File: config.mk
export PLATFORM = sky130hd
export DESIGN_NAME = rgb565_hsl_color_classifier
export DESIGN_NICKNAME = d
export VERILOG_FILES = /design/src/design/rhcc_pkg.sv /design/src/design/rhcc_divider.sv /design/src/design/rgb565_hsl_color_classifier.sv
export VERILOG_INCLUDE_DIRS = /design/src /design/src/design
export SDC_FILE = /design/constraint.sdc
export NUM_CORES = 1
export LEC_CHECK = 0
export ABC_AREA = 1
export BUFFER_PORTS_ARGS = -buffer_cell sky130_fd_sc_hd__buf_2
export CAP_MARGIN = 20
export CORE_MARGIN = 10
export CORE_UTILIZATION = 60
export CTS_BUF_LIST = sky130_fd_sc_hd__clkbuf_8 sky130_fd_sc_hd__clkbuf_16
export DETAILED_ROUTE_END_ITERATION = 7
export GPL_TIMING_DRIVEN = 0
export MAX_ROUTING_LAYER = met4
export PLACE_DENSITY = 0.78
export SETUP_SLACK_MARGIN = 0.05
export SLEW_MARGIN = 25
export SYNTH_ARGS = -nofsm -noshare
export SYNTH_HDL_FRONTEND = slang
export SYNTH_SLANG_ARGS = --single-unit
File: constraint.sdc
create_clock -name clock -period 6.38 [get_ports clock]
set_clock_uncertainty 0.15 [all_clocks]
set_input_delay 0.638 -clock clock [delete_from_list [all_inputs] [get_ports clock]]
set_output_delay 0.638 -clock clock [all_outputs]
set_load 0.01 [all_outputs]
File: src/design/rgb565_hsl_color_classifier_defines.svh
// ----------------------------------------------------------------------------
// rgb565 hsl color classifier assertion macros
// concurrent check helpers, empty when built for synthesis
// ----------------------------------------------------------------------------
`ifndef RGB565_HSL_COLOR_CLASSIFIER_DEFINES_SVH
`define RGB565_HSL_COLOR_CLASSIFIER_DEFINES_SVH
`ifndef SYNTHESIS
// same-cycle implication
`define RHCC_ASSERT_IMPL(label, clk, rst, ante, cons) \
   label: assert property (@(posedge clk) disable iff (rst) (ante) |-> (cons)) \
      else $error("rhcc check failed");
// implication after a fixed number of cycles
`define RHCC_ASSERT_DELAY(label, clk, rst, ante, n, cons) \
   label: assert property (@(posedge clk) disable iff (rst) (ante) |-> ##n (cons)) \
      else $error("rhcc check failed");
`else
`define RHCC_ASSERT_IMPL(label, clk, rst, ante, cons)
`define RHCC_ASSERT_DELAY(label, clk, rst, ante, n, cons)
`endif
`endif

File: src/design/rhcc_pkg.sv
// ----------------------------------------------------------------------------
// rhcc_pkg
// shared types, register map and helpers of the rgb565 hsl classifier
// ----------------------------------------------------------------------------
package rhcc_pkg;

   // color classes
   typedef enum logic [2:0] {
      CLASS_UNKNOWN = 3'd0,
      CLASS_WHITE   = 3'd1,
      CLASS_BLACK   = 3'd2,
      CLASS_GRAY    = 3'd3,
      CLASS_RED     = 3'd4,
      CLASS_YELLOW  = 3'd5,
      CLASS_GREEN   = 3'd6,
      CLASS_BLUE    = 3'd7
   } rhcc_class_type;

   // register indexes
   localparam int NUM_REGS = 8;
   localparam logic [2:0] REG_LUM_DARK   = 3'd0;
   localparam logic [2:0] REG_LUM_BRIGHT = 3'd1;
   localparam logic [2:0] REG_SAT_GRAY   = 3'd2;
   localparam logic [2:0] REG_HUE_RED    = 3'd3;
   localparam logic [2:0] REG_HUE_YELLOW = 3'd4;
   localparam logic [2:0] REG_HUE_GREEN  = 3'd5;
   localparam logic [2:0] REG_BLUE_START = 3'd6;
   localparam logic [2:0] REG_BLUE_END   = 3'd7;

   localparam logic [7:0] CFG_RESET [NUM_REGS] = '{
      8'd45, 8'd120, 8'd20, 8'd35, 8'd50, 8'd90, 8'd130, 8'd180
   };

   // fixed constants of the color math
   localparam logic [7:0]  HSL_MAX       = 8'd240;
   localparam logic [7:0]  RED_WRAP      = 8'd220;
   localparam logic [7:0]  HUE_BASE_RED  = 8'd0;
   localparam logic [7:0]  HUE_BASE_GRN  = 8'd80;
   localparam logic [7:0]  HUE_BASE_BLU  = 8'd160;
   localparam logic [7:0]  HUE_BASE_WRAP = 8'd240;
   localparam logic [15:0] HUE_SCALE     = 16'd40;
   localparam logic [15:0] SAT_SCALE     = 16'd240;
   localparam logic [8:0]  SAT_TWICE_MAX = 9'd510;
   localparam logic [8:0]  SUM_LUM_ZERO  = 9'd2;    // sum at or below gives l == 0
   localparam logic [8:0]  SUM_LUM_MID   = 9'd257;  // sum at or below gives l <= 120
   // l = sum * 8 / 17 as (sum * 30848) >> 16, exact for sum <= 504
   localparam logic [23:0] LUM_RECIP     = 24'd30848;

   // one lane of the restoring divider
   typedef struct packed {
      logic [15:0] rem;
      logic [8:0]  divisor;
      logic [7:0]  quot;
   } rhcc_div_lane_type;

   // item data carried beside the divider
   typedef struct packed {
      logic [7:0] hue_base;
      logic       hue_neg;
      logic [7:0] luminance;
   } rhcc_side_type;

   // two quotient bits of a restoring division, highest bit first
   function automatic rhcc_div_lane_type div_pair(input rhcc_div_lane_type a,
                                                  input logic [2:0] hi_bit);
      rhcc_div_lane_type r;
      logic [15:0] trial_hi;
      logic [15:0] trial_lo;
      logic [2:0]  lo_bit;
      r        = a;
      lo_bit   = hi_bit - 3'd1;
      trial_hi = {7'd0, a.divisor} << hi_bit;
      if (r.rem >= trial_hi) begin
         r.rem          = r.rem - trial_hi;
         r.quot[hi_bit] = 1'b1;
      end
      trial_lo = {7'd0, a.divisor} << lo_bit;
      if (r.rem >= trial_lo) begin
         r.rem          = r.rem - trial_lo;
         r.quot[lo_bit] = 1'b1;
      end
      return r;
   endfunction

endpackage

File: src/design/rhcc_divider.sv
// ----------------------------------------------------------------------------
// rhcc_divider
// two-lane pipelined restoring divider, 8-bit quotient, two bits per stage
// ----------------------------------------------------------------------------
`include "rgb565_hsl_color_classifier_defines.svh"

module rhcc_divider (
   input  logic                       clock,
   input  logic                       reset,
   input  logic                       in_valid,
   input  rhcc_pkg::rhcc_div_lane_type in_hue,
   input  rhcc_pkg::rhcc_div_lane_type in_sat,
   input  rhcc_pkg::rhcc_side_type    in_side,
   output logic                       out_valid,
   output logic [7:0]                 out_hue_quot,
   output logic [7:0]                 out_sat_quot,
   output rhcc_pkg::rhcc_side_type    out_side
);

   localparam int STAGES = 4;

   rhcc_pkg::rhcc_div_lane_type hue_in  [STAGES];
   rhcc_pkg::rhcc_div_lane_type sat_in  [STAGES];
   rhcc_pkg::rhcc_div_lane_type hue_ff  [STAGES];
   rhcc_pkg::rhcc_div_lane_type sat_ff  [STAGES];
   rhcc_pkg::rhcc_side_type     side_ff [STAGES];
   logic [STAGES-1:0]           valid_ff;

   for (genvar k = 0; k < STAGES; k++) begin : g_stage
      localparam logic [2:0] HI = 3'(7 - 2 * k);

      if (k == 0) begin : g_first
         assign hue_in[k] = rhcc_pkg::div_pair(in_hue, HI);
         assign sat_in[k] = rhcc_pkg::div_pair(in_sat, HI);
         always_ff @(posedge clock) begin
            side_ff[k] <= in_side;
            if (reset) begin
               valid_ff[k] <= 1'b0;
            end else begin
               valid_ff[k] <= in_valid;
            end
         end
      end else begin : g_next
         assign hue_in[k] = rhcc_pkg::div_pair(hue_ff[k-1], HI);
         assign sat_in[k] = rhcc_pkg::div_pair(sat_ff[k-1], HI);
         always_ff @(posedge clock) begin
            side_ff[k] <= side_ff[k-1];
            if (reset) begin
               valid_ff[k] <= 1'b0;
            end else begin
               valid_ff[k] <= valid_ff[k-1];
            end
         end
      end

      always_ff @(posedge clock) begin
         hue_ff[k] <= hue_in[k];
         sat_ff[k] <= sat_in[k];
      end
   end

   assign out_valid    = valid_ff[STAGES-1];
   assign out_hue_quot = hue_ff[STAGES-1].quot;
   assign out_sat_quot = sat_ff[STAGES-1].quot;
   assign out_side     = side_ff[STAGES-1];

   // checks
   `RHCC_ASSERT_DELAY(a_div_latency, clock, reset, in_valid, 4, out_valid)
   `RHCC_ASSERT_IMPL(a_div_hue_rem, clock, reset, out_valid, {7'd0, hue_ff[STAGES-1].divisor} > hue_ff[STAGES-1].rem)
   `RHCC_ASSERT_IMPL(a_div_sat_rem, clock, reset, out_valid, {7'd0, sat_ff[STAGES-1].divisor} > sat_ff[STAGES-1].rem)

endmodule

File: src/design/rgb565_hsl_color_classifier.sv
// ----------------------------------------------------------------------------
// rgb565_hsl_color_classifier
// rgb565 pixel to hsl (0..240 scale) and threshold color class
// ----------------------------------------------------------------------------
//
//  channel   ports                                    beat taken when
//  --------  ---------------------------------------  ---------------------------------
//  request   start, busy, req_pixel                   start high and busy low
//  response  rsp_strobe, rsp_color_class, rsp_hue,    rsp_strobe high (one cycle only)
//            rsp_saturation, rsp_luminance
//  config    psel, penable, pwrite, paddr, pwdata,    psel, penable, pwrite, pready high
//            prdata, pready
//
//  one pixel per clock: busy is tied low, the pipeline never stops
//  a pixel taken at an edge passes the stage 1 and stage 2 registers, the divider
//  stages and the response register before its result beat shows on rsp_strobe
//  depth is set by the 4-stage divider: two quotient bits per stage on each lane
//  reset clears the valid chain and loads the threshold defaults
//  the receiver cannot hold results off, so there is no backpressure path
//
`include "rgb565_hsl_color_classifier_defines.svh"

module rgb565_hsl_color_classifier (
   input  logic        clock,
   input  logic        reset,
   // request
   input  logic        start,
   output logic        busy,
   input  logic [15:0] req_pixel,
   // response
   output logic        rsp_strobe,
   output logic [2:0]  rsp_color_class,
   output logic [7:0]  rsp_hue,
   output logic [7:0]  rsp_saturation,
   output logic [7:0]  rsp_luminance,
   // config
   input  logic        psel,
   input  logic        penable,
   input  logic        pwrite,
   input  logic [4:0]  paddr,
   input  logic [31:0] pwdata,
   output logic [31:0] prdata,
   output logic        pready
);

   // ---------------------------------------------------------------------
   // config registers
   // ---------------------------------------------------------------------
   logic [7:0] cfg_ff [rhcc_pkg::NUM_REGS];
   logic       cfg_write;

   assign pready    = 1'b1;
   assign cfg_write = psel && penable && pwrite && pready;
   assign prdata    = {24'd0, cfg_ff[paddr[4:2]]};

   always_ff @(posedge clock) begin
      if (reset) begin
         for (int i = 0; i < rhcc_pkg::NUM_REGS; i++) begin
            cfg_ff[i] <= rhcc_pkg::CFG_RESET[i];
         end
      end else if (cfg_write) begin
         cfg_ff[paddr[4:2]] <= pwdata[7:0];
      end
   end

   // never stalls
   assign busy = 1'b0;

   // ---------------------------------------------------------------------
   // stage 1: unpack, max/min, hue channel select, saturation divisor
   // ---------------------------------------------------------------------
   logic       accept;
   logic [7:0] red8, grn8, blu8;
   logic [7:0] mx, mn, diff;
   logic [8:0] sum;

   logic       s1_valid_ff;
   logic [7:0] s1_hue_base_in,  s1_hue_base_ff;
   logic       s1_hue_neg_in,   s1_hue_neg_ff;
   logic [7:0] s1_hue_mag_in,   s1_hue_mag_ff;
   logic [8:0] s1_hue_div_in,   s1_hue_div_ff;
   logic [7:0] s1_sat_d_in,     s1_sat_d_ff;
   logic [8:0] s1_sat_div_in,   s1_sat_div_ff;
   logic [8:0] s1_sum_ff;

   assign accept = start && !busy;
   // widen channels, low bits zero
   assign red8 = {req_pixel[15:11], 3'b000};
   assign grn8 = {req_pixel[10:5], 2'b00};
   assign blu8 = {req_pixel[4:0], 3'b000};

   always_comb begin
      mx = red8;
      if (grn8 > mx) mx = grn8;
      if (blu8 > mx) mx = blu8;
      mn = red8;
      if (grn8 < mn) mn = grn8;
      if (blu8 < mn) mn = blu8;
   end

   assign diff = mx - mn;
   assign sum  = {1'b0, mx} + {1'b0, mn};

   // hue: signed 40*x/d becomes a base, a sign and a magnitude
   always_comb begin
      s1_hue_base_in = rhcc_pkg::HUE_BASE_RED;
      s1_hue_neg_in  = 1'b0;
      s1_hue_mag_in  = 8'd0;
      s1_hue_div_in  = {1'b0, diff};
      if (diff == 8'd0) begin
         // gray pixel: zero numerator over a safe divisor gives hue 0
         s1_hue_div_in = 9'd1;
      end else if (mx == red8) begin
         if (grn8 >= blu8) begin
            s1_hue_mag_in = grn8 - blu8;
         end else begin
            s1_hue_base_in = rhcc_pkg::HUE_BASE_WRAP;
            s1_hue_neg_in  = 1'b1;
            s1_hue_mag_in  = blu8 - grn8;
         end
      end else if (mx == grn8) begin
         s1_hue_base_in = rhcc_pkg::HUE_BASE_GRN;
         if (blu8 >= red8) begin
            s1_hue_mag_in = blu8 - red8;
         end else begin
            s1_hue_neg_in = 1'b1;
            s1_hue_mag_in = red8 - blu8;
         end
      end else begin
         s1_hue_base_in = rhcc_pkg::HUE_BASE_BLU;
         if (red8 >= grn8) begin
            s1_hue_mag_in = red8 - grn8;
         end else begin
            s1_hue_neg_in = 1'b1;
            s1_hue_mag_in = grn8 - red8;
         end
      end
   end

   // saturation: zero when gray or when luminance is zero, else pick the divisor
   // by luminance range, decided straight from the channel sum
   always_comb begin
      if (diff == 8'd0 || sum <= rhcc_pkg::SUM_LUM_ZERO) begin
         s1_sat_d_in   = 8'd0;
         s1_sat_div_in = 9'd1;
      end else if (sum <= rhcc_pkg::SUM_LUM_MID) begin
         s1_sat_d_in   = diff;
         s1_sat_div_in = sum;
      end else begin
         s1_sat_d_in   = diff;
         s1_sat_div_in = rhcc_pkg::SAT_TWICE_MAX - sum;
      end
   end

   always_ff @(posedge clock) begin
      s1_hue_base_ff <= s1_hue_base_in;
      s1_hue_neg_ff  <= s1_hue_neg_in;
      s1_hue_mag_ff  <= s1_hue_mag_in;
      s1_hue_div_ff  <= s1_hue_div_in;
      s1_sat_d_ff    <= s1_sat_d_in;
      s1_sat_div_ff  <= s1_sat_div_in;
      s1_sum_ff      <= sum;
      if (reset) begin
         s1_valid_ff <= 1'b0;
      end else begin
         s1_valid_ff <= accept;
      end
   end

   // ---------------------------------------------------------------------
   // stage 2: scale numerators, luminance by reciprocal multiply
   // ---------------------------------------------------------------------
   logic [23:0] lum_prod;
   logic        s2_valid_ff;
   rhcc_pkg::rhcc_div_lane_type s2_hue_in,  s2_hue_ff;
   rhcc_pkg::rhcc_div_lane_type s2_sat_in,  s2_sat_ff;
   rhcc_pkg::rhcc_side_type     s2_side_in, s2_side_ff;

   // l = (sum*240/255)/2 = sum*8/17
   assign lum_prod = {15'd0, s1_sum_ff} * rhcc_pkg::LUM_RECIP;

   always_comb begin
      s2_hue_in.rem     = {8'd0, s1_hue_mag_ff} * rhcc_pkg::HUE_SCALE;
      s2_hue_in.divisor = s1_hue_div_ff;
      s2_hue_in.quot    = 8'd0;
      s2_sat_in.rem     = {8'd0, s1_sat_d_ff} * rhcc_pkg::SAT_SCALE;
      s2_sat_in.divisor = s1_sat_div_ff;
      s2_sat_in.quot    = 8'd0;
      s2_side_in.hue_base  = s1_hue_base_ff;
      s2_side_in.hue_neg   = s1_hue_neg_ff;
      s2_side_in.luminance = lum_prod[23:16];
   end

   always_ff @(posedge clock) begin
      s2_hue_ff  <= s2_hue_in;
      s2_sat_ff  <= s2_sat_in;
      s2_side_ff <= s2_side_in;
      if (reset) begin
         s2_valid_ff <= 1'b0;
      end else begin
         s2_valid_ff <= s1_valid_ff;
      end
   end

   // ---------------------------------------------------------------------
   // stages 3..6: hue and saturation quotients
   // ---------------------------------------------------------------------
   logic                    div_valid;
   logic [7:0]              div_hue_quot;
   logic [7:0]              div_sat_quot;
   rhcc_pkg::rhcc_side_type div_side;

   rhcc_divider u_divider (
      .clock        (clock),
      .reset        (reset),
      .in_valid     (s2_valid_ff),
      .in_hue       (s2_hue_ff),
      .in_sat       (s2_sat_ff),
      .in_side      (s2_side_ff),
      .out_valid    (div_valid),
      .out_hue_quot (div_hue_quot),
      .out_sat_quot (div_sat_quot),
      .out_side     (div_side)
   );

   // ---------------------------------------------------------------------
   // stage 7: apply sign and base, clamp, classify
   // ---------------------------------------------------------------------
   logic signed [9:0]        hue_raw;
   logic [7:0]               hue_val, sat_val, lum_val;
   logic                     lum_mid;
   rhcc_pkg::rhcc_class_type class_in;

   logic                     rsp_strobe_ff;
   rhcc_pkg::rhcc_class_type rsp_class_ff;
   logic [7:0]               rsp_hue_ff, rsp_sat_ff, rsp_lum_ff;

   always_comb begin
      if (div_side.hue_neg) begin
         hue_raw = $signed({2'b00, div_side.hue_base}) - $signed({2'b00, div_hue_quot});
      end else begin
         hue_raw = $signed({2'b00, div_side.hue_base}) + $signed({2'b00, div_hue_quot});
      end
      if (hue_raw < 10'sd0) begin
         hue_val = 8'd0;
      end else if (hue_raw > $signed({2'b00, rhcc_pkg::HSL_MAX})) begin
         hue_val = rhcc_pkg::HSL_MAX;
      end else begin
         hue_val = hue_raw[7:0];
      end
      sat_val = (div_sat_quot > rhcc_pkg::HSL_MAX) ? rhcc_pkg::HSL_MAX : div_sat_quot;
      lum_val = (div_side.luminance > rhcc_pkg::HSL_MAX) ? rhcc_pkg::HSL_MAX
                                                          : div_side.luminance;
   end

   assign lum_mid = (lum_val > cfg_ff[rhcc_pkg::REG_LUM_DARK]) &&
                    (lum_val < cfg_ff[rhcc_pkg::REG_LUM_BRIGHT]);

   // later hue bands win over earlier ones
   always_comb begin
      class_in = rhcc_pkg::CLASS_UNKNOWN;
      if (lum_mid) begin
         if (sat_val > cfg_ff[rhcc_pkg::REG_SAT_GRAY]) begin
            if (hue_val < cfg_ff[rhcc_pkg::REG_HUE_RED] || hue_val > rhcc_pkg::RED_WRAP) begin
               class_in = rhcc_pkg::CLASS_RED;
            end
            if (hue_val >= cfg_ff[rhcc_pkg::REG_HUE_RED] &&
                hue_val < cfg_ff[rhcc_pkg::REG_HUE_YELLOW]) begin
               class_in = rhcc_pkg::CLASS_YELLOW;
            end
            if (hue_val >= cfg_ff[rhcc_pkg::REG_HUE_YELLOW] &&
                hue_val < cfg_ff[rhcc_pkg::REG_HUE_GREEN]) begin
               class_in = rhcc_pkg::CLASS_GREEN;
            end
            if (hue_val >= cfg_ff[rhcc_pkg::REG_BLUE_START] &&
                hue_val < cfg_ff[rhcc_pkg::REG_BLUE_END]) begin
               class_in = rhcc_pkg::CLASS_BLUE;
            end
         end else begin
            class_in = rhcc_pkg::CLASS_GRAY;
         end
      end else if (lum_val >= cfg_ff[rhcc_pkg::REG_LUM_BRIGHT]) begin
         class_in = rhcc_pkg::CLASS_WHITE;
      end else begin
         class_in = rhcc_pkg::CLASS_BLACK;
      end
   end

   always_ff @(posedge clock) begin
      rsp_class_ff <= class_in;
      rsp_hue_ff   <= hue_val;
      rsp_sat_ff   <= sat_val;
      rsp_lum_ff   <= lum_val;
      if (reset) begin
         rsp_strobe_ff <= 1'b0;
      end else begin
         rsp_strobe_ff <= div_valid;
      end
   end

   assign rsp_strobe      = rsp_strobe_ff;
   assign rsp_color_class = rsp_class_ff;
   assign rsp_hue         = rsp_hue_ff;
   assign rsp_saturation  = rsp_sat_ff;
   assign rsp_luminance   = rsp_lum_ff;

   // ---------------------------------------------------------------------
   // checks
   // ---------------------------------------------------------------------
   `RHCC_ASSERT_DELAY(a_latency, clock, reset, start && !busy, 7, rsp_strobe)
   `RHCC_ASSERT_IMPL(a_hsl_range, clock, reset, rsp_strobe, rsp_hue <= rhcc_pkg::HSL_MAX && rsp_saturation <= rhcc_pkg::HSL_MAX && rsp_luminance <= rhcc_pkg::HSL_MAX)
   `RHCC_ASSERT_IMPL(a_hue_class_sat, clock, reset, rsp_strobe && rsp_color_class[2], rsp_saturation != 8'd0)
   `RHCC_ASSERT_IMPL(a_gray_zero_hue, clock, reset, rsp_strobe && rsp_saturation == 8'd0 && rsp_luminance != 8'd0, rsp_hue == 8'd0)

endmodule

==> impl_metrics.env <==
export IMPL_start_util_pct=61.0
export IMPL_ys_types=65
export IMPL_final_common_cell="nand2_1"
export IMPL_h_tree_depth=2
export IMPL_hp_class="input pin to flop"
export IMPL_crit_path_max_fanout=10
export IMPL_ys_flop_type="dfxtp_1"
export IMPL_final_net_count=3380
export IMPL_crit_top_cell="inv_1"
export IMPL_grt_pass1_vias=18145
export IMPL_wl_mm=54.3
export IMPL_cts_tree="yes"
export IMPL_synth_seq_cells=387
export IMPL_clock_root_buffer="clkbuf_16"
export IMPL_tritoncts_num_buffers=41
export IMPL_fp_dieW_um=216
export IMPL_crit_family="simple AND/OR/NAND/NOR gates"
export IMPL_maxCapViolCount=0
export IMPL_synth_area_top_cells="dfxtp_1 28%, ha_1 16%, nand2_1 8.7%"
export IMPL_port_buffers=67
export IMPL_place_hpwl_mm=43.1
export IMPL_final_hold_viol_count=0
export IMPL_worst_path_max_delay_cell="o31ai_1"
export IMPL_clock_path_buffers=3
export IMPL_critPathBufInv=8
export IMPL_areaGrowthSynthToFinish_pct=10.8
export IMPL_cts_hold_buf=0
export IMPL_min_period_ps=5770
export IMPL_synthArstFlopShare_pct=0
export IMPL_drive_gt1_share_pct=7.21
export IMPL_core_um2=37800
export IMPL_num_vias=18864
export IMPL_vias_per_cell=5.34
export IMPL_syn_mean_instance_area_um2=8.08
export IMPL_grt_start_max_net_pins=16
export IMPL_drc_errors=0
export IMPL_mostFrequentLayoutCells="532 x nand2_1, 436 x inv_1, 323 x dfxtp_1"
export IMPL_final_max_slew_viol_count=0
export IMPL_clk_pin_slew_worst_paths_ps=70
export IMPL_synth_cells=2858
export IMPL_grt_pass1_wl_mm=88.5
export IMPL_synth_top_area_share_pct=28.0
export IMPL_yosysWarnings=0
export IMPL_ios=121
export IMPL_grt_usage_pct=23.3
export IMPL_grt_overflow=0
export IMPL_synth_cell_area_um2=23100
export IMPL_arrival_ps=6090
export IMPL_fin_ws_ps=609
export IMPL_ys_seq_area_share_pct=36.3
export IMPL_dpl_worst_slack_ps=-68.1
export IMPL_rows=71
export IMPL_fin_crit_sh_pct=90.5
export IMPL_critPathLaunchType="input pin"
export IMPL_slowest_delay_ps=420
export IMPL_endpoint_kind="flop"
export IMPL_die_h_um=216
export IMPL_grt_antenna_before_repair=0
export IMPL_yosysTopAreaCell="dfxtp_1"
export IMPL_required_ps=6700
export IMPL_fmax_ghz=0.173
export IMPL_postRouteAntennaNets=0
export IMPL_relSlewSlack_pct=33.1
export IMPL_setup_violations=0
export IMPL_diodes=0
export IMPL_rsz0062_at_grt="no"
export IMPL_status="finished, final reports clean"
export IMPL_gp_congestion=0.961
export IMPL_drt_iter0_markers=1555
export IMPL_first_pass_iters=7
export IMPL_path_class="input pin to flop"
export IMPL_clk_latency_ps=540
export IMPL_routedWlPerCell_um=15.3
export IMPL_cts_sinks=387
export IMPL_worstMarginPinSlew_ps=1000
export IMPL_dieArea_um2=46700
export IMPL_synth_edf_count=64
[per-layer routing]
metal	track usage, %	routed length [µm]	up-vias
li1	-	-	9596
met1	30.0	24500	8575
met2	37.8	25000	582
met3	3.16	3360	111
met4	6.80	1400	0
met5	-	0	-
[cell families after synthesis]
family	share of synthesized area (%)
mux	0.266
fa+ha+maj	19.0
simple gates	18.3
buf+inv	8.54
xor+xnor	5.31
other cells	0.0325
flops	36.3
compound gates	12.3
[worst register-to-register path, stage by stage (launching register included)]
cell      delay [ps]
dfxtp_1          360
inv_1             80
ha_1             340
nand2_1           80
nand2_1           80
nand2_1           70
nand2_1           60
a21oi_1          210
o21ai_1          140
nand2_1          120
nand3_2          190
inv_1            180
clkbuf_1         330
nand2_1           80
o21ai_0          160
ha_1             350
inv_1            100
o21ai_0           90
a21oi_1          220
nor2_1            60
a211o_1          270
a21o_1           180
a21oi_1          250
nand3_1          160
nor2_2           250
buf_2            270
nand2_1           70
o21ai_0          120
[per-stage QoR]
stage | area [µm²] | setup TNS [ps] | std cells | util (%) | hold WS (ps)
2_1_floorplan | 23200 | 0 | 2882 | - | 160
3_3_place_gp | 24100 | -133 | 3460 | 63.8 | 160
3_5_place_dp | 24100 | -195 | 3460 | 63.8 | 162
4_1_cts | 25600 | 0 | 3535 | 67.6 | 135
5_1_grt | 25600 | 0 | 3535 | 67.6 | 170
6_report | 25600 | 0 | 3535 | 67.6 | 161
[final cells by class]
cell class	instances	area, µm²
clock buffers	54	1240
fillers	3085	12300
clock inverters	21	185
inverters	440	1650
plain buffers	55	319
well taps	511	639
flip-flops and latches	387	8390
multi-input cells	2000	12800
repair buffers	67	335
[cell usage after synthesis, drive strengths merged (33+ instances only)]
| cell type | n |
|---|---|
| fa | 36 |
| edfxtp | 64 |
| nand3 | 101 |
| ha | 293 |
| inv | 438 |
| nand2 | 542 |
| buf | 33 |
| xor2 | 94 |
| a21oi | 197 |
| xnor2 | 46 |
| o21ai | 182 |
| dfxtp | 323 |
| nor2 | 255 |
| nor3 | 44 |
[what timing repair did]
action	4_1_cts	5_1_grt
setup buffers	0	0
setup endpoints to repair	0	9
gates resized for setup	0	2
[state kept, by name, summed over array words and instances (netlist names), 2 cells and up]
| register | cells |
|---|---|
| u_divider.sat_ff | 83 |
| u_divider.hue_ff | 78 |
| cfg_ff | 64 |
| u_divider.side_ff | 44 |
| s2_sat_ff | 19 |
| s2_hue_ff | 16 |
| s2_side_ff | 11 |
| s1_sat_div_ff | 9 |
| rsp_hue | 8 |
| rsp_luminance | 8 |
| rsp_saturation | 8 |
| s1_hue_div_ff | 7 |
| s1_sum_ff | 7 |
| s1_hue_mag_ff | 6 |
| s1_sat_d_ff | 6 |
| rsp_color_class | 3 |
| u_divider.valid_ff | 3 |
| s1_hue_base_ff | 2 |
[worst paths after layout]
kind                                 from                 endpoint  slack, ps  cells after the start
hold / removal                      start              s1_valid_ff        160                      3
setup reg to reg  u_divider.hue_ff[0][10]  u_divider.hue_ff[1][27]       1250                     27
hold reg to reg             s1_hue_neg_ff            s2_side_ff[8]        170                      0
setup / recovery             req_pixel[7]         s1_sat_div_ff[6]        610                     30
Power is not shown: default switching activity piles up to over one toggle a cycle in this logic, so the estimate is an artifact.
